File: src/hw/rtl/pkcf_pkg.sv
// Shared constants for the per-key chatter filter.
package pkcf_pkg;

  localparam int MAX_SLOTS = 8;
  localparam int DEF_NUM_SLOTS = 8;
  localparam int CODE_W = 8;
  localparam int TIME_W = 52;
  localparam int THR_W = 24;
  localparam int CFG_IDX_W = 8;
  localparam int CFG_DATA_W = 64;

  localparam logic [CODE_W-1:0] UNUSED_SLOT = 8'hFF;
  localparam logic [19:0] USEC_PER_SEC = 20'd1000000;
  localparam logic [THR_W-1:0] THRESHOLD_RST = 24'd50000;
  localparam logic [CFG_DATA_W-1:0] WATCHED_RST = 64'h392E311F1312110E;

  localparam logic [15:0] EV_KEY = 16'd1;
  localparam logic signed [31:0] KEY_PRESS = 32'sd1;

  localparam logic [CFG_IDX_W-1:0] REG_THRESHOLD = 8'd0;
  localparam logic [CFG_IDX_W-1:0] REG_WATCHED = 8'd1;

endpackage

File: src/hw/rtl/per_key_chatter_filter.sv
// Top level of the per-key chatter filter: input stage, press check, output register.
//
//  channel | handshake             | payload
//  --------+-----------------------+---------------------------------------------
//  in      | in_valid / in_ready   | in_ev_type, in_ev_code, in_ev_value, in_time_*
//  out     | out_valid / out_ready | out_type, out_code, out_value, out_sec, out_usec
//  cfg     | cfg_valid / cfg_ready | cfg_index, cfg_data
//
// One request per cycle unless the output stalls. Timestamp multiply into the input stage,
// then slot compare and store update against the per-slot press times into the output.
// Synchronous active-low reset clears the press times, so every slot reads never pressed.
// A stalled output holds its request; the input stage still retires dropped presses.
// cfg_ready is always high.
module per_key_chatter_filter
  import pkcf_pkg::*;
#(
  parameter int NUM_SLOTS = DEF_NUM_SLOTS
) (
  input  logic                  clk,
  input  logic                  rst_n,
  input  logic                  in_valid,
  output logic                  in_ready,
  input  logic [15:0]           in_ev_type,
  input  logic [15:0]           in_ev_code,
  input  logic signed [31:0]    in_ev_value,
  input  logic [31:0]           in_time_sec,
  input  logic [19:0]           in_time_usec,
  output logic                  out_valid,
  input  logic                  out_ready,
  output logic [15:0]           out_type,
  output logic [15:0]           out_code,
  output logic signed [31:0]    out_value,
  output logic [31:0]           out_sec,
  output logic [19:0]           out_usec,
  input  logic                  cfg_valid,
  output logic                  cfg_ready,
  input  logic [CFG_IDX_W-1:0]  cfg_index,
  input  logic [CFG_DATA_W-1:0] cfg_data
);

  localparam int WC_W = CODE_W * NUM_SLOTS;

  logic [THR_W-1:0] threshold_r;
  logic [WC_W-1:0]  watched_r;

  logic               s1_valid_r;
  logic [15:0]        s1_type_r;
  logic [15:0]        s1_code_r;
  logic signed [31:0] s1_value_r;
  logic [31:0]        s1_sec_r;
  logic [19:0]        s1_usec_r;
  logic [TIME_W-1:0]  s1_now_r;
  logic [TIME_W-1:0]  now_nxt;

  logic [TIME_W-1:0] last_r [NUM_SLOTS];

  logic               out_valid_r;
  logic [15:0]        out_type_r;
  logic [15:0]        out_code_r;
  logic signed [31:0] out_value_r;
  logic [31:0]        out_sec_r;
  logic [19:0]        out_usec_r;

  logic [NUM_SLOTS-1:0] hit_oh;
  logic [TIME_W-1:0]    last_rd;
  logic [TIME_W:0]      diff;
  logic                 is_press;
  logic                 hit;
  logic                 drop;
  logic                 upd;
  logic                 s2_free;
  logic                 s1_adv;

  assign cfg_ready = 1'b1;

  always_ff @(posedge clk) begin
    if (!rst_n) begin
      threshold_r <= THRESHOLD_RST;
      watched_r   <= WATCHED_RST[WC_W-1:0];
    end else if (cfg_valid) begin
      case (cfg_index)
        REG_THRESHOLD: threshold_r <= cfg_data[THR_W-1:0];
        REG_WATCHED:   watched_r   <= cfg_data[WC_W-1:0];
        default: ;
      endcase
    end
  end

  assign now_nxt = {{(TIME_W - 32){1'b0}}, in_time_sec} * {{(TIME_W - 20){1'b0}}, USEC_PER_SEC}
                 + {{(TIME_W - 20){1'b0}}, in_time_usec};

  assign s2_free  = !out_valid_r || out_ready;
  assign in_ready = !s1_valid_r || s1_adv;

  always_ff @(posedge clk) begin
    if (!rst_n) begin
      s1_valid_r <= 1'b0;
    end else if (in_ready) begin
      s1_valid_r <= in_valid;
    end
  end

  always_ff @(posedge clk) begin
    if (in_valid && in_ready) begin
      s1_type_r  <= in_ev_type;
      s1_code_r  <= in_ev_code;
      s1_value_r <= in_ev_value;
      s1_sec_r   <= in_time_sec;
      s1_usec_r  <= in_time_usec;
      s1_now_r   <= now_nxt;
    end
  end

  pkcf_slot_match #(
    .NUM_SLOTS (NUM_SLOTS)
  ) u_match (
    .watched (watched_r),
    .code    (s1_code_r),
    .hit_oh  (hit_oh)
  );

  always_comb begin
    last_rd = '0;
    for (int i = 0; i < NUM_SLOTS; i++) begin
      last_rd = last_rd | (last_r[i] & {TIME_W{hit_oh[i]}});
    end
  end

  assign is_press = (s1_type_r == EV_KEY) && (s1_value_r == KEY_PRESS);
  assign hit      = |hit_oh;
  assign diff     = {1'b0, s1_now_r} - {1'b0, last_rd};
  assign drop     = is_press && hit && (last_rd != '0) &&
                    ($signed(diff) < $signed({(TIME_W + 1 - THR_W)'(0), threshold_r}));
  assign upd      = s1_adv && is_press && hit && !drop;
  assign s1_adv   = s1_valid_r && (drop || s2_free);

  always_ff @(posedge clk) begin
    if (!rst_n) begin
      for (int i = 0; i < NUM_SLOTS; i++) begin
        last_r[i] <= '0;
      end
    end else begin
      for (int i = 0; i < NUM_SLOTS; i++) begin
        if (upd && hit_oh[i]) begin
          last_r[i] <= s1_now_r;
        end
      end
    end
  end

  always_ff @(posedge clk) begin
    if (!rst_n) begin
      out_valid_r <= 1'b0;
    end else if (s1_adv && !drop) begin
      out_valid_r <= 1'b1;
    end else if (out_ready) begin
      out_valid_r <= 1'b0;
    end
  end

  always_ff @(posedge clk) begin
    if (s1_adv && !drop) begin
      out_type_r  <= s1_type_r;
      out_code_r  <= s1_code_r;
      out_value_r <= s1_value_r;
      out_sec_r   <= s1_sec_r;
      out_usec_r  <= s1_usec_r;
    end
  end

  assign out_valid = out_valid_r;
  assign out_type  = out_type_r;
  assign out_code  = out_code_r;
  assign out_value = out_value_r;
  assign out_sec   = out_sec_r;
  assign out_usec  = out_usec_r;

`ifndef SYNTHESIS
  a_fwd_lands: assert property (@(posedge clk) disable iff (!rst_n)
    (s1_adv && !drop) |=> out_valid_r)
    else $error("forwarded request did not reach the output register");

  a_one_slot: assert property (@(posedge clk) disable iff (!rst_n)
    s1_valid_r |-> $onehot0(hit_oh))
    else $error("more than one slot selected");

  a_stage_hold: assert property (@(posedge clk) disable iff (!rst_n)
    (s1_valid_r && !s1_adv) |=> (s1_valid_r && $stable(s1_now_r)))
    else $error("input stage lost a stalled request");

  a_drop_needs_press: assert property (@(posedge clk) disable iff (!rst_n)
    (s1_valid_r && drop) |-> (last_rd != '0 && s1_adv))
    else $error("drop without a stored press or without retiring");
`endif

endmodule

File: src/hw/rtl/pkcf_slot_match.sv
// Watched-code match: one-hot select of the highest matching slot.
module pkcf_slot_match
  import pkcf_pkg::*;
#(
  parameter int NUM_SLOTS = DEF_NUM_SLOTS
) (
  input  logic [CODE_W*NUM_SLOTS-1:0] watched,
  input  logic [15:0]                 code,
  output logic [NUM_SLOTS-1:0]        hit_oh
);

  logic [NUM_SLOTS-1:0] match;

  always_comb begin
    for (int i = 0; i < NUM_SLOTS; i++) begin
      match[i] = (watched[CODE_W*i +: CODE_W] != UNUSED_SLOT) &&
                 (code[15:CODE_W] == '0) &&
                 (code[CODE_W-1:0] == watched[CODE_W*i +: CODE_W]);
    end
  end

  // highest-numbered match wins
  always_comb begin
    hit_oh = '0;
    for (int i = 0; i < NUM_SLOTS; i++) begin
      if (match[i]) begin
        hit_oh = '0;
        hit_oh[i] = 1'b1;
      end
    end
  end

endmodule
File: config.mk
export PLATFORM = sky130hd
export DESIGN_NAME = per_key_chatter_filter
export DESIGN_NICKNAME = d
export VERILOG_FILES = /design/src/hw/rtl/pkcf_pkg.sv /design/src/hw/rtl/per_key_chatter_filter.sv /design/src/hw/rtl/pkcf_slot_match.sv
export SDC_FILE = /design/constraint.sdc
export NUM_CORES = 2
export LEC_CHECK = 0
export CORE_ASPECT_RATIO = 1.4
export CORE_MARGIN = 1.5
export CORE_UTILIZATION = 25
export CTS_CLUSTER_DIAMETER = 100
export CTS_CLUSTER_SIZE = 10
export DETAILED_ROUTE_END_ITERATION = 8
export DONT_BUFFER_PORTS = 1
export GPL_ROUTABILITY_DRIVEN = 0
export PLACE_DENSITY_LB_ADDON = 0.08
export SYNTH_ARGS = -nofsm -noshare
export SYNTH_HDL_FRONTEND = slang
export SYNTH_SLANG_ARGS = --single-unit
File: constraint.sdc
create_clock -name clk -period 19 [get_ports clk]
set_input_delay 2.85 -clock clk [delete_from_list [all_inputs] [get_ports clk]]
set_output_delay 2.85 -clock clk [all_outputs]
set_load 0.02 [all_outputs]
==> flow_summary.ini <==
[pwr]
power.density_mw_per_mm2 = 153
power.static_leakage_nw = 18.4
vdd_ir_drop_max_v = 0.000125
totalPowerFinal_mw = 7.72

[setup_path]
timing.critical_path.to_type = output port
crit_path_top_delay_cell = sky130_fd_sc_hd__nor4_4
r2r_start = s1_code_r[13]
worstPathMaxFanout = 52
startpoint_class = flip-flop
cp.arrival_ps = 10580
crit-reg2reg-capture = s1_usec_r[12]
number_of_cells_traversed_by_the_worst_register_to_register_path = 36
criticalPathCategory = reg2out
ff2ff_setup_slack_ps = 7200
worst-endpoint-required_ps = 16150
cpPeakStageDelay_ps = 630

[timing]
period_minus_slack_ps = 13430
final_hold_violating_endpoints = 0
slew_headroom = 0.209
final.setup.tns_ps = 0
finalMaxSlewViolations = 0
rsz0062_at_grt = no
clock-skew-final_ps = 76.5
fmax_mhz = 74.4
worst_slew_pin_slew_ps = 1190
worst_hold_margin_ps = 413
postLayoutSetupSlackWorst_ps = 5570
timing.final.crit_share = 0.707
setup_violations = 0

[global_routing]
grt_max_degree = 171
grt_antenna_before_repair = 1
global_route.overflow_total = 0
first_global_vias = 34100
grt_use_total = 0.189
grt_first_pass_wirelength_um = 252000

[yosys]
synth_edf_count = 694
largest_family_of_logic_cells_by_synthesized_area = compound AO/OA/AOI/OAI gates
asyncSetResetFlopFracSynth = 0
post_synthesis_simple_gate_area_fraction = 0.125
synth-seq-area-share = 0.501
synth_compound_area_frac = 0.155
yosys_most_used_dff = sky130_fd_sc_hd__edfxtp_1
synth_fp_nets = 4640
syn_avg_cell_area_um2 = 11.1
synth_area_mm2 = 0.0452
postSynthRegisterBits = 784
ys.warnings.count = 0
netlist_top_cells_area = sky130_fd_sc_hd__edfxtp_1 (46%), sky130_fd_sc_hd__ha_1 (6.6%), sky130_fd_sc_hd__fa_1 (6.1%)
synth-xor-area-share = 0.0331
syn_inst = 4070
post-synth-top-count-cell = sky130_fd_sc_hd__edfxtp_1
muxShareOfSynthArea = 0.00260
yosys.area.top_type_share = 0.461
synth.top_cells.by_count = sky130_fd_sc_hd__edfxtp_1 (694), sky130_fd_sc_hd__nand2_1 (449), sky130_fd_sc_hd__inv_1 (387), sky130_fd_sc_hd__a211oi_1 (281), sky130_fd_sc_hd__ha_1 (240)
yosys.area_share.adder = 0.127
unique_cell_type_count_in_the_yosys_netlist = 92
synth_top_area_cell = sky130_fd_sc_hd__edfxtp_1

[place]
placed_cells = 6243
post-dp-hpwl_um = 124000
dpl-instance-area_mm2 = 0.0479
io_buffer_count = 0
preCtsSetupSlack_ps = 6210

[cells_and_area]
share_of_layout_cells_above_drive_strength_1 = 0.0642
nets = 4580
layoutNonFillerInstCount = 6360
synth_to_layout_area_growth_pct = 11.7
final_util = 0.281
final_area_mm2 = 0.0505

[hold_path]
hold_depth = 0
worst_hold_path_type = reg2reg
min_delay_worst_endpoint = out_usec[12]
hold_start = s1_usec_r[12]

[floorplan]
horiz_die_dim_um = 362
placementRows = 184
chipHeight_um = 506
fp.dieArea_mm2 = 0.183
placeableCoreArea_mm2 = 0.180
initial_core_util = 0.252
design.portCount = 312

[detailed_routing]
dr_total_vias = 32700
drt.antenna.violating_nets = 0
drt_iter0_drc = 2380
route.detailed.wl_per_inst_um = 27.7
drt_drc_violations_left = 0
drtPass1Iterations = 6
detail_route.vias_per_cell = 5.13
routed_wirelength_um = 176000

[cts]
tritoncts_num_sinks = 784
htree_num_levels = 3
clk-insertion-delay-late_ps = 760
tritoncts = built
cts_hold_buffers = 0
tritoncts.num_buffers = 90
post_cts.repair.setup_buffers = 0
cts-resized-gates = 0
cts.reportedPaths.clkPinSlew_ps = 60
root_buffer_master = sky130_fd_sc_hd__clkbuf_16
ctsLongestPathBuffers = 3

[job]
maxCapViolations = 0

[outcome]
run_status = completed
## per-layer routing
layer / vias to the layer above / global-route usage / wire length [um]
met5: - / 0 / 0
li1: 15000 / - / -
met4: 0 / 0.0844 / 8100
met1: 16400 / 0.211 / 67400
met3: 282 / 0.0300 / 8790
met2: 961 / 0.350 / 91900
## area by class of cell
class / instances / area, um2
diodes: 2 / 5.00
clock buffers: 103 / 2300
clock inverters: 12 / 223
fillers: 18700 / 129000
inverters: 387 / 1450
multi-input cells: 2665 / 20300
flip-flops and latches: 784 / 22600
well taps: 2325 / 2910
repair buffers: 82 / 666
## how the worst max path moves through the flow
| stage | from | endpoint | slack, ps |
|---|---|---|---|
| floorplan | s1_code_r[13] | out_code[0] | 3020 |
| global placement | s1_code_r[13] | in_ready | 6410 |
| detailed placement | s1_code_r[13] | in_ready | 6210 |
| CTS | s1_code_r[9] | in_ready | 5420 |
| global route | s1_code_r[13] | in_ready | 4860 |
| finish | s1_code_r[13] | in_ready | 5570 |
## cell families after synthesis
group | Yosys count
flops | 784
fa+ha+maj | 377
simple gates | 1169
mux | 11
xor+xnor | 169
buf+inv | 621
other cells | 1
compound gates | 938
## cell usage in the layout (no fill, tap or decap), drive strengths merged, types with 47 or more instances in the layout
master    n
inv     391
nand4   124
o21ai    74
a21boi   64
edfxtp  694
dfxtp    90
xnor2   122
nand3   201
a222oi   50
nor4     47
ha      240
nor2    167
fa      137
a22o     56
clkbuf  103
buf      82
nand2   449
a21oi   120
a211oi  283
a221oi   78
## where the power goes
group | switching (mW) | leakage (nW) | total (mW) | internal (mW)
Clock | 0.746 | 1.22 | 1.61 | 0.860
Combinational | 2.33 | 9.73 | 3.76 | 1.43
Sequential | 0.193 | 7.42 | 2.35 | 2.16
## registers in the layout, summed over array words and instances (netlist names), 24 cells and up
signal       count
last_r         416
out_sec         32
out_value       32
s1_now_r        46
s1_sec_r        32
s1_value_r      32
threshold_r     24
watched_r       64
## worst max-delay path: cells and delay by family, from the launching register on
| family | cells | cell delay (ps) |
|---|---|---|
| adder cells (fa/ha/maj) | 3 | 930 |
| AO/OA/AOI/OAI | 15 | 4080 |
| AND/OR/NAND/NOR | 13 | 3440 |
| XOR/XNOR | 1 | 150 |
| buffers and inverters | 2 | 810 |
| flip-flops | 1 | 430 |
Note: power is estimated with default switching activity, not from simulation.
